$ cat src/design/lsh_pkg.sv
// Package for the link setup handshake: frame constants, command and event codes,
// the per-word step result passed from the controller to the output stage.
// No dependencies.
`default_nettype none

package lsh_pkg;

  localparam logic [7:0] FRAME_FLAG = 8'h7E;
  localparam logic [7:0] CTRL_SET   = 8'h03;
  localparam logic [7:0] CTRL_UA    = 8'h07;

  localparam int unsigned FRAME_LEN = 5;
  localparam int unsigned POS_W     = 3;

  // Command codes of an input word
  typedef enum logic [1:0] {
    CMD_START = 2'd0,
    CMD_BYTE  = 2'd1,
    CMD_TICK  = 2'd2,
    CMD_SPARE = 2'd3
  } cmd_t;

  // Event codes of a result word
  typedef enum logic [1:0] {
    EV_TX   = 2'd0,
    EV_UP   = 2'd1,
    EV_FAIL = 2'd2
  } event_t;

  // Configuration register indexes
  localparam logic [1:0] REG_TIMEOUT_TICKS = 2'd0;
  localparam logic [1:0] REG_MAX_ATTEMPTS  = 2'd1;
  localparam logic [1:0] REG_ADDRESS_BYTE  = 2'd2;

  // What one accepted input word produces
  typedef struct packed {
    logic   send_frame;  // five SET frame bytes
    logic   send_event;  // one status word
    event_t ev;          // status code when send_event is set
  } step_res_t;

  // Byte at a given position of a SET frame
  function automatic logic [7:0] set_frame_byte(input logic [POS_W-1:0] pos,
                                                input logic [7:0] addr);
    logic [7:0] b;
    b = FRAME_FLAG;
    unique case (pos)
      3'd0:    b = FRAME_FLAG;
      3'd1:    b = addr;
      3'd2:    b = CTRL_SET;
      3'd3:    b = addr ^ CTRL_SET;
      3'd4:    b = FRAME_FLAG;
      default: b = FRAME_FLAG;
    endcase
    return b;
  endfunction

endpackage

`default_nettype wire

$ cat src/design/lsh_ctrl.sv
// Handshake controller: UA recognizer, link phase, tick and timeout counters.
// Decides per input word what results follow. Depends on lsh_pkg.
`default_nettype none

module lsh_ctrl import lsh_pkg::*; (
  input  wire logic      clk,
  input  wire logic      rst,
  input  wire logic [7:0] timeout_ticks,
  input  wire logic [3:0] max_attempts,
  input  wire logic [7:0] address_byte,
  input  wire logic      accept,
  input  wire logic [1:0] command,
  input  wire logic [7:0] rx_byte,
  output step_res_t      res
);

  typedef enum logic [1:0] {
    PH_IDLE = 2'd0,
    PH_WAIT = 2'd1,
    PH_UP   = 2'd2,
    PH_FAIL = 2'd3
  } phase_t;

  typedef enum logic [2:0] {
    RX_FLAG  = 3'd0,
    RX_ADDR  = 3'd1,
    RX_CTRL  = 3'd2,
    RX_CHECK = 3'd3,
    RX_END   = 3'd4
  } rx_state_t;

  rx_state_t   recv_state, recv_state_next;
  phase_t      link_phase, link_phase_next;
  logic [7:0]  tick_count, tick_count_next;
  logic [3:0]  timeout_count, timeout_count_next;

  logic [7:0]  tick_inc;
  logic [3:0]  to_inc;
  rx_state_t   restart;

  assign tick_inc = tick_count + 8'd1;
  assign to_inc   = timeout_count + 4'd1;
  assign restart  = (rx_byte == FRAME_FLAG) ? RX_ADDR : RX_FLAG;

  // Work out next state and results of the presented word
  always_comb begin
    recv_state_next    = recv_state;
    link_phase_next    = link_phase;
    tick_count_next    = tick_count;
    timeout_count_next = timeout_count;
    res                = '{send_frame: 1'b0, send_event: 1'b0, ev: EV_TX};
    if (command == CMD_START) begin
      recv_state_next    = RX_FLAG;
      tick_count_next    = '0;
      timeout_count_next = '0;
      link_phase_next    = PH_WAIT;
      res.send_frame     = 1'b1;
    end else if (link_phase == PH_WAIT && command == CMD_BYTE) begin
      unique case (recv_state)
        RX_ADDR:  recv_state_next = (rx_byte == address_byte) ? RX_CTRL : restart;
        RX_CTRL:  recv_state_next = (rx_byte == CTRL_UA) ? RX_CHECK : restart;
        RX_CHECK: recv_state_next = (rx_byte == (address_byte ^ CTRL_UA)) ? RX_END : restart;
        RX_END: begin
          recv_state_next = RX_FLAG;
          if (rx_byte == FRAME_FLAG) begin
            link_phase_next = PH_UP;
            res.send_event  = 1'b1;
            res.ev          = EV_UP;
          end
        end
        default:  recv_state_next = restart;
      endcase
    end else if (link_phase == PH_WAIT && command == CMD_TICK) begin
      if (tick_inc < timeout_ticks) begin
        tick_count_next = tick_inc;
      end else begin
        tick_count_next    = '0;
        timeout_count_next = to_inc;
        if (to_inc >= max_attempts) begin
          link_phase_next = PH_FAIL;
          res.send_event  = 1'b1;
          res.ev          = EV_FAIL;
        end else begin
          res.send_frame = 1'b1;
        end
      end
    end
  end

  // Hold state; advance on each accepted word
  always_ff @(posedge clk) begin
    if (rst) begin
      recv_state    <= RX_FLAG;
      link_phase    <= PH_IDLE;
      tick_count    <= '0;
      timeout_count <= '0;
    end else if (accept) begin
      recv_state    <= recv_state_next;
      link_phase    <= link_phase_next;
      tick_count    <= tick_count_next;
      timeout_count <= timeout_count_next;
    end
  end

endmodule

`default_nettype wire

$ cat src/design/link_setup_handshake.sv
// Top level of the link setup handshake: configuration registers, controller
// and the registered output stage that plays out frames. Depends on lsh_pkg, lsh_ctrl.
`default_nettype none

// Sender side of a SET/UA link setup. Each input word (start, received byte, timer
// tick) is decided in the cycle it is accepted; one input word can be taken every
// cycle while in_stall is low. A start or a resend after a timeout yields five output
// words (the SET frame), one per cycle from the output register while out_stall is
// low; link up and link failed yield one word each, with last set on the final word.
// A word that yields results is stalled only while the output register still holds
// words of an earlier item that will not all be taken in that cycle. Words that yield
// nothing (most received bytes and ticks) are taken at once, even while output is
// stalled. Registers are written through cfg_we/cfg_index/cfg_data by the user, who
// must do so only while the block is idle; the block itself does not enforce this.
module link_setup_handshake import lsh_pkg::*; (
  input  wire logic       clk,
  input  wire logic       rst,
  input  wire logic       cfg_we,
  input  wire logic [1:0] cfg_index,
  input  wire logic [7:0] cfg_data,
  input  wire logic       in_valid,
  output logic            in_stall,
  input  wire logic [1:0] command,
  input  wire logic [7:0] rx_byte,
  output logic            out_valid,
  input  wire logic       out_stall,
  output logic [1:0]      event_res,
  output logic [7:0]      tx_byte,
  output logic            last
);

  logic [7:0]       timeout_ticks;
  logic [3:0]       max_attempts;
  logic [7:0]       address_byte;
  logic [POS_W-1:0] pos;
  step_res_t        res;
  logic             has_result;
  logic             advance;
  logic             out_free;
  logic             accept;

  // Configuration registers
  always_ff @(posedge clk) begin
    if (rst) begin
      timeout_ticks <= 8'd3;
      max_attempts  <= 4'd3;
      address_byte  <= 8'd3;
    end else if (cfg_we) begin
      unique case (cfg_index)
        REG_TIMEOUT_TICKS: timeout_ticks <= cfg_data;
        REG_MAX_ATTEMPTS:  max_attempts  <= cfg_data[3:0];
        REG_ADDRESS_BYTE:  address_byte  <= cfg_data;
        default: ;
      endcase
    end
  end

  lsh_ctrl u_ctrl (
    .clk           (clk),
    .rst           (rst),
    .timeout_ticks (timeout_ticks),
    .max_attempts  (max_attempts),
    .address_byte  (address_byte),
    .accept        (accept),
    .command       (command),
    .rx_byte       (rx_byte),
    .res           (res)
  );

  // Stall only a word with results while the output stage is busy
  assign has_result = res.send_frame | res.send_event;
  assign advance    = out_valid & ~out_stall;
  assign out_free   = ~out_valid | (advance & last);
  assign in_stall   = has_result & ~out_free;
  assign accept     = in_valid & ~in_stall;

  // Output register: load a new item, step through a frame, drop when done
  always_ff @(posedge clk) begin
    if (rst) begin
      out_valid <= 1'b0;
      last      <= 1'b0;
      pos       <= '0;
      event_res <= EV_TX;
      tx_byte   <= '0;
    end else if (accept && res.send_frame) begin
      out_valid <= 1'b1;
      event_res <= EV_TX;
      tx_byte   <= set_frame_byte(POS_W'(0), address_byte);
      last      <= 1'b0;
      pos       <= POS_W'(1);
    end else if (accept && res.send_event) begin
      out_valid <= 1'b1;
      event_res <= res.ev;
      tx_byte   <= '0;
      last      <= 1'b1;
    end else if (advance && !last) begin
      tx_byte   <= set_frame_byte(pos, address_byte);
      last      <= (pos == POS_W'(FRAME_LEN - 1));
      pos       <= pos + POS_W'(1);
    end else if (advance) begin
      out_valid <= 1'b0;
    end
  end

endmodule

`default_nettype wire

$ cat config.mk
export PLATFORM = sky130hd
export DESIGN_NAME = link_setup_handshake
export DESIGN_NICKNAME = d
export VERILOG_FILES = /design/src/design/lsh_pkg.sv /design/src/design/lsh_ctrl.sv /design/src/design/link_setup_handshake.sv
export SDC_FILE = /design/constraint.sdc
export NUM_CORES = 1
export LEC_CHECK = 0
export BUFFER_PORTS_ARGS = -buffer_cell sky130_fd_sc_hd__buf_2
export CAP_MARGIN = 20
export CORE_UTILIZATION = 45
export DETAILED_ROUTE_END_ITERATION = 8
export GPL_ROUTABILITY_DRIVEN = 1
export MAX_ROUTING_LAYER = met4
export PLACE_DENSITY = 0.72
export SLEW_MARGIN = 20
export SYNTH_ARGS = -nofsm -noshare
export SYNTH_HDL_FRONTEND = slang
export SYNTH_HIERARCHICAL = 1
export SYNTH_SLANG_ARGS = --single-unit
$ cat constraint.sdc
create_clock -name clk -period 5.4 [get_ports clk]
set_input_delay 0.27 -clock clk [delete_from_list [all_inputs] [get_ports clk]]
set_output_delay 0.27 -clock clk [all_outputs]
set_load 0.02 [all_outputs]
# == Yosys cells after proc, flatten, opt, wreduce, memory -nomap -nowiden ==
# Index checks and enable logic that the tools add are counted.
# classes
addsub,3
n_lt_le_gt_ge,2
n_eq_ne,24
n_mux,45
bitwise,13
n_reduce_logical,28
# op_table
operator,count
8-bit 2-to-1 mux,4
3-bit 2-to-1 mux,10
4-bit 2-to-1 mux,6
8-bit one-hot mux with 3 select lines,1
7-bit 2-to-1 mux,3
8-bit equality test,2
2-bit 2-to-1 mux,7
2-bit AND reduction,7
1-bit 2-to-1 mux,13
"3-bit by 2-bit equality test with 1-bit output, second input constant",4
3-bit one-hot mux with 4 select lines,1
3-bit nonzero test,4
"8-bit by 1-bit adder with 8-bit output, second input constant",1
"8-bit by 3-bit equality test with 1-bit output, second input constant",1
"8-bit by 7-bit equality test with 1-bit output, second input constant",1
8-bit < comparator,1
2-bit nonzero test,4
"2-bit by 1-bit equality test with 1-bit output, second input constant",3
"3-bit by 1-bit equality test with 1-bit output, second input constant",2
"3-bit equality test, second input constant",2
"3-bit by 2-bit != test with 1-bit output, second input constant",2
6-bit AND reduction,1
1-bit logical AND,5
1-bit NOT,5
other kinds (18),25
# totals
register_bits,52
input_bits,25
output_inout_bits,13
elab_cells,129

# == Longest topological paths before layout ==
# logic_depth
word_depth,14
mapped_depth,19
ltp_nobuf,18

# == Hierarchy ==
# Netlist, hierarchy kept.
# by_module_without_submodules
module,instances,cells_per_inst,area_each_um2
link_setup_handshake,1,169,1606.5
lsh_ctrl,1,178,1392.6

# == Worst setup path after synthesis ==
# OpenSTA, ideal clock, no wires.
# synth_path
path_type,flip-flop to flip-flop
start,reg u_ctrl.tick_count[0]
end,reg u_ctrl.timeout_count[1]
setup_time_ns,0.132
t_arrival_ns,3.533
t_required_ns,5.268
path_slack_ns,1.735
stages_incl_launch_ff,19
n_path_buf,1
period_less_slack_ns,3.665
path_cell_list,dfxtp_1 ha_1 and3_1 and3_1 xor2_1 ha_1 and3_1 a21o_1 o21ai_0 nor4_1 or2_2 nor2_1 o21a_1 nand2b_1 a21oi_2 or2_2 and2_4 buf_6 o22ai_1
# synth_rtl
item,line_no,rtl
from (decl),lsh_ctrl.sv:34,"logic [7:0] tick_count, tick_count_next;"
from (signal assigned),lsh_ctrl.sv:100,tick_count <= tick_count_next;
to (signal assigned),lsh_ctrl.sv:101,timeout_count <= timeout_count_next;
to (decl),lsh_ctrl.sv:35,"logic [3:0] timeout_count, timeout_count_next;"

==> impl_results.md <==
* Outcome: finished, final reports clean
* Fin crit share at 0.762
* DR iter-0 viols at 184
* CTS Root Cell: clkbuf_8
* CP peak stage delay at 390 ps
* Relative slew slack at 0.436
* Initial antenna violation count at 0
* Worst Hold End: timeout_ticks[0]
* CP top delay family: simple AND/OR/NAND/NOR gates
* Worst min-delay path startpoint: cfg_data[0]
* Maxcap violations at 0
* Remaining DRCs at 0
* Setup TNS at 0 ps
* Htree depth at 2
* Area post-placement at 3230 sq um
* Initial Util at 0.470
* Total power at 0.748 mW
* Post-cts sizing count at 0
* Antenna Violating Nets Remaining at 0
* Gr ovfl total at 0
* Worst-Margin Slew at 834 ps
* Unrepaired setup endpoints after global routing: no
* Critical path class: reg2reg
* R2R setup slack at 1290 ps
* Detailed Routing Iterations Pass 1 at 4
* Synthesized area per cell at 8.64 sq um
* Routed len/inst at 13.6 um
* Setup ws final at 1290 ps
* Critical Path Sink Type: flop
* Cells along the critical path: ha_1, and3_1, and3_1, xor2_1, ha_1, and3_1, a21o_1, o21ai_0, nor4_1, or2_2, nor2_1, o21a_1, nand2b_1, a21oi_2, or2_2, o21ai_0, a22o_1
* Die ar. at 6990 sq um
* Worst clock skew at 6.92 ps
* Via/cell ratio at 5.45
* Crit-path max FO at 7
* Critical path arrival at 4320 ps
* Ys flop type: dfxtp_1
* Fin crit period at 4110 ps
* Pleak at 1.47 nW
* Vias in the first global route at 2367
* DPL Wire Length at 4750 um
* Power Dens Cells at 225 nW/um^2
* IO buf count at 37
* Die Span X at 83.6 um
* Final instance area at 3320 sq um
* Worst r2r src: u_ctrl/tick_count[0]
* Most frequent CP cell: and3_1
* Critical path required time at 5600 ps
* Max stage delay cell, worst path: dfxtp_1
* Pre-CTS setup slack at 1320 ps
* Drt total wl at 6230 um
* Clk sink count at 52
* Yosys synthesis warning count at 6
* Via count at 2500
* Area delta synth->final at 10.7%
* FMAX at 0.243 GHz
* Hold buffer count at cts at 0
* Hold Fails Final Rpt at 0
* Post-synth ARST share at 0
* Worst path bufs/invs at 0
* Post-synth cell types at 54
* Layout cells sized above 1 at 0.147
* Max-slew violations at 0
* Worst hold path cell count at 2
* Worst R2R End: u_ctrl/tick_count[6]
* Reg2Reg Depth at 17
* Register area share after synthesis at 0.347
* Routability cong. at 0.930
* Ports at 38
* Post-CTS setup buffer count at 0
* Cell Area, Synth at 3000 sq um
* CP Launch Type: flop
* Site Rows at 29
* Final Setup Violations at 0
* Post-synth EDFFs at 0
* Clk slew on worst S/H paths at 100 ps
* Maximum vdd drop at 0.156 mV
* First-pass GRT wire length at 10500 um
* CTS tree: built
* Core area at 6390 sq um
* Post-synthesis cell count at 347
* Die Ht at 83.6 um
* CTS buffer count at 5
* Largest net degree at the start of global routing at 47
* Antenna Cells at 0
* Register bit total from synthesis at 52
* Max Buffers Root-to-Sink at 2
* All-layer global routing usage at 0.192
* Final Core Density at 0.520
* Syn Nets at 390
* Worst hold path class: in2reg
* Fin nets at 424
* Worst skew pair latency at 310 ps
## layout by cell type, fill, tap and decap left out, drive strengths merged, types with 7 or more instances in the layout
cell / synthesis / layout
dfxtp: 52 / 52
buf: 6 / 38
nor2: 37 / 37
inv: 30 / 30
mux2i: 18 / 18
ha: 18 / 18
nand2b: 16 / 16
nand2: 16 / 16
xor2: 15 / 15
o21ai: 15 / 15
nor2b: 10 / 10
a21oi: 10 / 10
a211o: 8 / 8
a21o: 8 / 8
and3: 8 / 8
o211ai: 7 / 7
## cells in the mapped netlist, drive strengths merged (7+ instances only)
master,n,area [sq um]
dfxtp,52,1040
nor2,37,139
inv,30,113
ha,18,225
mux2i,18,180
nand2,16,60.1
nand2b,16,100
o21ai,15,78.8
xor2,15,131
a21oi,10,57.6
nor2b,10,62.6
a211o,8,70.1
a21o,8,60.1
and3,8,50.1
o211ai,7,52.6
## how the worst max path moves through the flow
stage	from	end	slack, ps	cells past startpoint
3_3_place_gp	u_ctrl/tick_count[2]	u_ctrl/tick_count[6]	1480	18
6_report	u_ctrl/tick_count[0]	u_ctrl/tick_count[6]	1290	17
2_1_floorplan	u_ctrl/tick_count[0]	u_ctrl/timeout_count[1]	1740	18
3_5_place_dp	u_ctrl/tick_count[0]	u_ctrl/tick_count[6]	1320	17
5_1_grt	u_ctrl/tick_count[0]	u_ctrl/timeout_count[2]	910	18
4_1_cts	u_ctrl/tick_count[0]	u_ctrl/tick_count[6]	1290	17
## registers in the layout (all words and copies together), names as in the netlist
name	count
address_byte	8
timeout_ticks	8
tx_byte	8
u_ctrl/tick_count	8
max_attempts	4
u_ctrl/timeout_count	4
pos	3
u_ctrl/recv_state	3
event_res	2
u_ctrl/link_phase	2
last	1
out_valid	1
## stage by stage
step / cells / hold WS [ps]
2_1_floorplan: 347 / 339
3_3_place_gp: 451 / 447
3_5_place_dp: 451 / 449
4_1_cts: 459 / 176
5_1_grt: 459 / 175
6_report: 459 / 185
## worst register-to-register path: stages, from the launching register on
cell	delay, ps
dfxtp_1	390
ha_1	220
and3_1	220
and3_1	210
xor2_1	190
ha_1	270
and3_1	210
a21o_1	190
o21ai_0	210
nor4_1	120
or2_2	340
nor2_1	220
o21a_1	270
nand2b_1	100
a21oi_2	290
or2_2	230
o21ai_0	100
a22o_1	230
## cell families after synthesis
kind of cell | after synthesis | share of synthesized area
AO/OA/AOI/OAI | 79 | 0.189
XOR/XNOR | 21 | 0.0613
adder cells (fa/ha/maj) | 18 | 0.0751
buffers and inverters | 41 | 0.0563
flip-flops | 52 | 0.347
multiplexers | 18 | 0.0601
AND/OR/NAND/NOR | 118 | 0.211
## where the power goes
| group | switching [mW] | leakage [nW] | internal, mW |
|---|---|---|---|
| Combinational | 0.0643 | 1.01 | 0.0464 |
| Clock | 0.136 | 0.0414 | 0.0926 |
| Sequential | 0.0110 | 0.423 | 0.397 |
| Total | 0.211 | 1.47 | 0.536 |
## layer usage
metal	up-vias	wire length [um]	GRT usage
met4	0	65	0.0601
met2	51	3090	0.334
li1	1286	-	-
met3	5	235	0.0317
met1	1158	2840	0.225
met5	-	0	-
## area by class of cell
class                      count  area [sq um]
clock inverter                 2          16.3
timing repair buffer          38           193
fill                         608          3070
inverter                      30           113
clock buffer                   6          72.6
multi-input combinational    254          1790
tap                           77          96.3
sequential                    52          1040
No activity file was read; power rests on OpenSTA's default activity.
